--- src/hw/rtl/imubc_pkg.sv ---
// ----------------------------------------------------------------------------
// IMU bias calibration package
// Shared widths, request codes, reciprocal divide constants and the
// structs passed between the core, the divide unit and the top level.
// ----------------------------------------------------------------------------
package imubc_pkg;

    localparam int SAMPLE_W       = 16;
    localparam int SUM_W          = 24;
    localparam int CNT_W          = 8;
    localparam int REQ_W          = 2;
    localparam int NUM_AXES       = 3;
    localparam int ACCEL_SUM_AXES = 2;

    // Number of samples averaged per calibration (2 to 255).
    localparam int CALIB_SAMPLES  = 200;

    // Truncating divide by CALIB_SAMPLES as (|sum| * RECIP) >> DIV_SHIFT.
    // With DIV_SHIFT = SUM_W + clog2(d) the rounding error of the reciprocal
    // stays below one quotient step for every SUM_W-bit magnitude.
    localparam int DIV_SHIFT = SUM_W + $clog2(CALIB_SAMPLES);
    localparam int RECIP_W   = SUM_W + 1;
    localparam int PROD_W    = SUM_W + RECIP_W;
    localparam int QUOT_W    = PROD_W - DIV_SHIFT;
    localparam longint unsigned RECIP_FULL =
        ((64'd1 << DIV_SHIFT) + 64'(CALIB_SAMPLES) - 64'd1) / 64'(CALIB_SAMPLES);
    localparam logic [RECIP_W-1:0] RECIP = RECIP_W'(RECIP_FULL);

    typedef enum logic [REQ_W-1:0] {
        REQ_SAMPLE        = 2'd0,
        REQ_GYRO_RESTART  = 2'd1,
        REQ_ACCEL_RESTART = 2'd2
    } req_t;

    typedef enum logic {
        DIV_GYRO  = 1'b0,
        DIV_ACCEL = 1'b1
    } div_sel_t;

    typedef logic [NUM_AXES-1:0][SAMPLE_W-1:0] axis_vec_t;
    typedef logic [NUM_AXES-1:0][SUM_W-1:0]    sum_vec_t;

    typedef struct packed {
        logic [REQ_W-1:0] req;
        axis_vec_t        accel;
        axis_vec_t        gyro;
    } item_t;

    typedef struct packed {
        axis_vec_t accel;
        axis_vec_t gyro;
        logic      gyro_ready;
        logic      accel_ready;
        logic      gyro_done;
        logic      accel_done;
    } result_t;

    typedef struct packed {
        logic     start;
        div_sel_t sel;
    } div_req_t;

    typedef struct packed {
        logic      wr;
        div_sel_t  sel;
        axis_vec_t offset;
    } div_wr_t;

endpackage

--- src/hw/rtl/imubc_core.sv ---
// ----------------------------------------------------------------------------
// IMU bias calibration: correction and accumulation core
// Subtracts the stored offsets, runs the gyro and accel calibration counters
// and sums, and hands finished sums to the divide unit.
// ----------------------------------------------------------------------------
module imubc_core (
    input  logic                clk,
    input  logic                rst_n,
    input  logic                fire,
    input  imubc_pkg::item_t    item,
    output imubc_pkg::result_t  result,
    output logic                busy,
    output imubc_pkg::div_req_t div_req,
    output imubc_pkg::sum_vec_t div_sums,
    input  imubc_pkg::div_wr_t  div_wr
);
    import imubc_pkg::*;

    axis_vec_t                             gyro_offset_reg,  gyro_offset_next;
    axis_vec_t                             accel_offset_reg, accel_offset_next;
    sum_vec_t                              gyro_sum_reg,     gyro_sum_next;
    logic [ACCEL_SUM_AXES-1:0][SUM_W-1:0]  accel_sum_reg,    accel_sum_next;
    logic [CNT_W-1:0]                      gyro_count_reg,   gyro_count_next;
    logic [CNT_W-1:0]                      accel_count_reg,  accel_count_next;
    logic                                  gyro_valid_reg,   gyro_valid_next;
    logic                                  accel_valid_reg,  accel_valid_next;
    logic                                  div_start_reg,    div_start_next;
    div_sel_t                              div_sel_reg,      div_sel_next;

    axis_vec_t acc_corr;
    axis_vec_t gyr_corr;
    logic      g_clear, g_acc, g_finish, g_stop;
    logic      a_clear, a_acc, a_finish;

    always_comb
    begin
        for (int i = 0; i < NUM_AXES; i++)
        begin
            acc_corr[i] = item.accel[i] - accel_offset_reg[i];
            gyr_corr[i] = item.gyro[i] - gyro_offset_reg[i];
        end

        g_clear  = !gyro_valid_reg && (gyro_count_reg == '0);
        g_acc    = !gyro_valid_reg && (gyro_count_reg != '0);
        g_finish = g_acc && (gyro_count_reg >= CNT_W'(CALIB_SAMPLES));
        // The gyro clearing and finishing steps end the step for accel.
        g_stop   = g_clear || g_finish;
        a_clear  = !g_stop && !accel_valid_reg && (accel_count_reg == '0);
        a_acc    = !g_stop && !accel_valid_reg && (accel_count_reg != '0);
        a_finish = a_acc && (accel_count_reg >= CNT_W'(CALIB_SAMPLES));
    end

    always_comb
    begin
        gyro_offset_next  = gyro_offset_reg;
        accel_offset_next = accel_offset_reg;
        gyro_sum_next     = gyro_sum_reg;
        accel_sum_next    = accel_sum_reg;
        gyro_count_next   = gyro_count_reg;
        accel_count_next  = accel_count_reg;
        gyro_valid_next   = gyro_valid_reg;
        accel_valid_next  = accel_valid_reg;
        div_start_next    = 1'b0;
        div_sel_next      = div_sel_reg;

        if (fire)
        begin
            case (item.req)
                REQ_GYRO_RESTART:
                begin
                    gyro_valid_next = 1'b0;
                    gyro_count_next = '0;
                end
                REQ_ACCEL_RESTART:
                begin
                    accel_valid_next = 1'b0;
                    accel_count_next = '0;
                end
                REQ_SAMPLE:
                begin
                    if (g_clear)
                    begin
                        gyro_offset_next = '0;
                        gyro_sum_next    = '0;
                        gyro_count_next  = CNT_W'(1);
                    end
                    else if (g_acc)
                    begin
                        for (int i = 0; i < NUM_AXES; i++)
                        begin
                            gyro_sum_next[i] = gyro_sum_reg[i] +
                                {{(SUM_W-SAMPLE_W){gyr_corr[i][SAMPLE_W-1]}}, gyr_corr[i]};
                        end
                        if (g_finish)
                        begin
                            gyro_count_next = '0;
                            gyro_valid_next = 1'b1;
                            div_start_next  = 1'b1;
                            div_sel_next    = DIV_GYRO;
                        end
                        else
                        begin
                            gyro_count_next = gyro_count_reg + 1'b1;
                        end
                    end

                    if (a_clear)
                    begin
                        accel_offset_next = '0;
                        accel_sum_next    = '0;
                        accel_count_next  = CNT_W'(1);
                    end
                    else if (a_acc)
                    begin
                        // Z is not summed, so its offset comes out zero.
                        for (int i = 0; i < ACCEL_SUM_AXES; i++)
                        begin
                            accel_sum_next[i] = accel_sum_reg[i] +
                                {{(SUM_W-SAMPLE_W){acc_corr[i][SAMPLE_W-1]}}, acc_corr[i]};
                        end
                        if (a_finish)
                        begin
                            accel_count_next = '0;
                            accel_valid_next = 1'b1;
                            div_start_next   = 1'b1;
                            div_sel_next     = DIV_ACCEL;
                        end
                        else
                        begin
                            accel_count_next = accel_count_reg + 1'b1;
                        end
                    end
                end
                default:
                begin
                end
            endcase
        end

        if (div_wr.wr)
        begin
            if (div_wr.sel == DIV_GYRO)
            begin
                gyro_offset_next = div_wr.offset;
            end
            else
            begin
                accel_offset_next = div_wr.offset;
            end
        end
    end

    always_ff @(posedge clk or negedge rst_n)
    begin
        if (!rst_n)
        begin
            gyro_offset_reg  <= '0;
            accel_offset_reg <= '0;
            gyro_sum_reg     <= '0;
            accel_sum_reg    <= '0;
            gyro_count_reg   <= '0;
            accel_count_reg  <= '0;
            gyro_valid_reg   <= 1'b0;
            accel_valid_reg  <= 1'b0;
            div_start_reg    <= 1'b0;
            div_sel_reg      <= DIV_GYRO;
        end
        else
        begin
            gyro_offset_reg  <= gyro_offset_next;
            accel_offset_reg <= accel_offset_next;
            gyro_sum_reg     <= gyro_sum_next;
            accel_sum_reg    <= accel_sum_next;
            gyro_count_reg   <= gyro_count_next;
            accel_count_reg  <= accel_count_next;
            gyro_valid_reg   <= gyro_valid_next;
            accel_valid_reg  <= accel_valid_next;
            div_start_reg    <= div_start_next;
            div_sel_reg      <= div_sel_next;
        end
    end

    always_comb
    begin
        result.accel       = acc_corr;
        result.gyro        = gyr_corr;
        result.gyro_ready  = gyro_valid_next;
        result.accel_ready = accel_valid_next;
        result.gyro_done   = g_finish;
        result.accel_done  = a_finish;

        busy          = div_start_reg || div_wr.wr;
        div_req.start = div_start_reg;
        div_req.sel   = div_sel_reg;
        if (div_sel_reg == DIV_GYRO)
        begin
            div_sums = gyro_sum_reg;
        end
        else
        begin
            div_sums = {SUM_W'(0), accel_sum_reg[1], accel_sum_reg[0]};
        end
    end

    a_gyro_cnt_range: assert property (@(posedge clk) disable iff (!rst_n)
        gyro_count_reg <= CNT_W'(CALIB_SAMPLES))
        else $error("gyro sample count past calibration length");

    a_gyro_valid_idle: assert property (@(posedge clk) disable iff (!rst_n)
        gyro_valid_reg |-> (gyro_count_reg == '0))
        else $error("gyro count running while offsets valid");

    a_div_writeback: assert property (@(posedge clk) disable iff (!rst_n)
        div_start_reg |=> div_wr.wr)
        else $error("divide unit missed offset writeback");

    a_no_fire_busy: assert property (@(posedge clk) disable iff (!rst_n)
        busy |-> !fire)
        else $error("beat processed while offsets being computed");

endmodule

--- config.mk ---
export PLATFORM = sky130hd
export DESIGN_NAME = imubc_core
export DESIGN_NICKNAME = d
export VERILOG_FILES = /design/src/hw/rtl/imubc_pkg.sv /design/src/hw/rtl/imubc_core.sv
export SDC_FILE = /design/constraint.sdc
export NUM_CORES = 1
export LEC_CHECK = 0
export ABC_AREA = 1
export BUFFER_PORTS_ARGS = -buffer_cell sky130_fd_sc_hd__buf_2
export CORE_UTILIZATION = 35
export CTS_BUF_LIST = sky130_fd_sc_hd__clkbuf_4
export CTS_CLUSTER_DIAMETER = 80
export CTS_CLUSTER_SIZE = 16
export DETAILED_ROUTE_END_ITERATION = 10
export PLACE_DENSITY = 0.58
export RECOVER_POWER = 50
export SLEW_MARGIN = 20
export SYNTH_ARGS = -nofsm -noshare
export SYNTH_HDL_FRONTEND = slang
export SYNTH_SLANG_ARGS = --single-unit
--- constraint.sdc ---
create_clock -name clk -period 3.15 [get_ports clk]
set_input_delay 0.63 -clock clk [delete_from_list [all_inputs] [get_ports clk]]
set_output_delay 0.63 -clock clk [all_outputs]
set_load 0.02 [all_outputs]
==> out/summary.txt <==
Seq/Total Area, Yosys - 27.0%
Worst-Margin Slew - 2.10 ns
Skew final - 0.0985 ns
Mapped Avg Cell Area - 6.70 µm²
Worst-path clk slew - 0.20 ns
TritonRoute pass-1 iters - 5
Max rail drop VDD - 0.430 mV
Ys async rst share - 100%
Max Clk Rate - 266 MHz
Post-synthesis cell count - 3267
Initial antenna violation count - 9
CTS tree - yes
DRC viols - 0
Worst path bufs/invs - 2
Post-Route WL - 89500 µm
Post-synth top area share - 27.0%
Setup crit end kind - output pin
Pwr per Cell Area - 959 nW/µm²
Vias - 25600
Number of synthesized register bits - 236
# clock sinks - 236
Startpoint type of the worst setup path - register
Initial Utilization - 35.4%
Die area - 63600 µm²
Max-cap viol count - 1
RSZ-0062 raised after global routing - true
Worst path arrival time - 3.13 ns
Tot Pwr - 35.5 mW
Grt total ovfl - 0
Delay-heaviest family, CP - simple AND/OR/NAND/NOR gates
Largest net degree at the start of global routing - 97
Final #Nets - 4721
Slew Viols, Final - 75
Drt wl/cell - 17.3 µm
Fin worst setup slack - -0.612 ns
Final Cycle Share - 119%
Vias in the first global route - 25400
Syn. warnings - 0
Most common cell after layout, fill and taps aside - nand2_1
Max reg flops - 72
Leakage - 18.3 nW
Gr usage total - 26.5%
Most frequent cells in the layout - nand2_1, buf_4, inv_1
Clock buffer depth - 3
Slowest cell on the critical path - dfrtp_1
Share of cells above drive strength 1 - 45.8%
ANT nets after route - 0
Most used cell, CP - nand2_2
Fin util - 59.8%
Synth Area in Compound Gates - 17.4%
First-pass GRT wire length - 134000 µm
Most common flop cell mapped by yosys - dfrtp_1
Root buffer cell - clkbuf_4
Post-DR vias/cell - 4.93
Worst rel slew slack - -39.9%
Crit Path Max Fanout - 3
Crit path required time - 2.52 ns
Critical path cell sequence - ha_4 -> fa_2 -> nand3b_1 -> nand2_2 -> nand2_2 -> nand2_2 -> o21ai_4 -> o21ai_2 -> nand2_1 -> nand2_2 -> xor2_4 -> buf_6 -> buf_6
Hold Violations, Final - 0
DP Wirelength - 65100 µm
Post-Layout Cell Count - 5188
Cell taking the most area after synthesis - dfrtp_1
Simple logic cell fraction of the synthesized area - 26.7%
Area growth syn-to-layout - 68.9%
Setup TNS - -27.56 ns
DRT iter0 DRCs - 1360
IO Port Bufs - 325
Xor/xnor cell area share of the yosys netlist - 4.48%
Routability congestion estimate from global placement - 0.943
Final number of setup-violating endpoints - 137
Cell Rows - 91
H-tree depth reported by CTS - 1
Cell area after synthesis - 21900 µm²
Ranking of synthesized cells by area - dfrtp_1, nand2_1, ha_1, inv_1, o21ai_0
Adder-Cell Fraction of Synth Area - 14.5%
Core Area - 61800 µm²
Hold WC Path Type - input pin to register
Status - finished, violations left
Unique cell type count in the Yosys netlist - 45
Post-Syn Nets - 3665
Crit Path Class - register to output pin
Slowest Stage Delay on Critical Path - 0.46 ns
Min Tclk post-route - 3.76 ns
Inst Count DP - 4934
Number of fillers in the final layout - 5421
Failing checks - max-capacitance violations, max-slew violations, negative setup slack
Skew-Pair Late Insertion Delay - 0.92 ns
Largest family of logic cells by synthesized area - simple AND/OR/NAND/NOR gates
Number of synthesized flops with an enable pin - 0
Mux contribution to synthesized area - 0%
Total CTS buffers - 28
Die height - 252 µm
I/O pin count - 326
Die width - 252 µm
[where the power goes]
| group | leakage (nW) | switching, mW | internal [mW] |
|---|---|---|---|
| clock | 0.262 | 1.56 | 0.747 |
| sequential | 3.05 | 0.954 | 3.88 |
| combinational | 15.0 | 15.1 | 13.3 |
[metal layers]
| metal | wire length (µm) | share of wire, % | track usage, % |
|---|---|---|---|
| met1 | 37800 | 42 | 33.0 |
| met2 | 44200 | 49 | 46.7 |
| met3 | 3620 | 4.0 | 3.15 |
| met4 | 3850 | 4.3 | 10.1 |
| met5 | 35 | 0.039 | 0 |
[cells by family after synthesis]
logic type	after synthesis
adders and majority gates	247
AOI/OAI and AO/OA	685
xor gates and xnor gates	112
and+or+nand+nor	1423
buffers and inverters	564
DFF	236
[worst register-to-register path, stage by stage, from the launching register on]
cell	delay [ns]
dfrtp_1	0.45
ha_4	0.17
fa_2	0.33
nand3b_1	0.18
nand2_2	0.09
buf_4	0.11
buf_6	0.09
nand4_1	0.12
o2111ai_2	0.11
xor2_1	0.24
inv_2	0.09
buf_4	0.14
buf_6	0.12
ha_4	0.29
nand2_4	0.07
inv_4	0.07
nand2_4	0.06
nor3_4	0.21
nand2_1	0.09
nand2_2	0.07
a21oi_1	0.06
o21ai_1	0.10
nand2_1	0.05
[Yosys cell counts, types with 2 or more instances]
cell type and number:
a21boi_0 4, a21boi_2 2, a21o_1 19, a21oi_1 237
a31oi_1 11, and3_1 3, buf_1 4, buf_2 15
buf_4 10, buf_6 4, clkbuf_1 41, dfrtp_1 236
fa_1 11, ha_1 236, inv_1 482, inv_2 8
nand2_1 872, nand3_1 210, nand3b_1 8, nand4_1 25
nor2_1 241, nor2_2 3, nor2_4 2, nor3_1 42
nor3_2 2, nor3b_1 3, o2111ai_1 4, o21a_1 5
o21ai_0 266, o21ai_1 39, o21bai_1 12, o22ai_1 60
o22ai_2 17, o31ai_1 5, or2_2 8, xnor2_1 46
xor2_1 66
[cell type report]
class | count | area (µm²) | area share [%]
Timing Repair Buffer | 1100 | 8500 | 23.0
Inverter | 490 | 1920 | 5.18
Sequential cell | 236 | 5910 | 16.0
Clock buffer | 30 | 225 | 0.609
Tap cell | 837 | 1050 | 2.83
Multi-Input combinational cell | 2467 | 19100 | 51.6
Antenna cell | 8 | 20.0 | 0.0541
Clock inverter | 20 | 270 | 0.731
[stage by stage]
stage / cell area (µm²) / setup slack [ns] / hold WS [ns]
2_1_floorplan: 22600 / -0.253 / 0.334
3_3_place_gp: 29500 / -0.683 / 0.490
3_5_place_dp: 29500 / -0.689 / 0.497
4_1_cts: 33700 / -0.647 / 0.0000355
5_1_grt: 37000 / -0.742 / 0.00725
6_report: 37000 / -0.612 / 0.0235
[path summary, 6_finish.rpt]
path,start,slack [ns],depth (start not counted),to
worst max-delay path,gyro_offset_reg[0],-0.61,13,result[14]
worst min-delay path,item[97],0.02,4,accel_count_reg[2]
worst max register to register,gyro_offset_reg[16],-0.30,22,gyro_sum_reg[38]
worst min register to register,gyro_offset_reg[30],0.52,2,gyro_offset_reg[30]
max in group asynchronous,rst_n,0.32,3,gyro_sum_reg[58]
min in group asynchronous,rst_n,0.84,2,accel_count_reg[3]
[what timing repair did]
| item | in CTS | in global routing |
|---|---|---|
| endpoints found under the setup margin | 149 | 180 |
| buffers inserted | 123 | 88 |
| hold endpoints to repair | 119 | 0 |
| pin swaps | 174 | 296 |
| hold buffers | 29 | 0 |
| gates resized for setup | 584 | 655 |
Note: power is estimated with default switching activity, not from simulation.
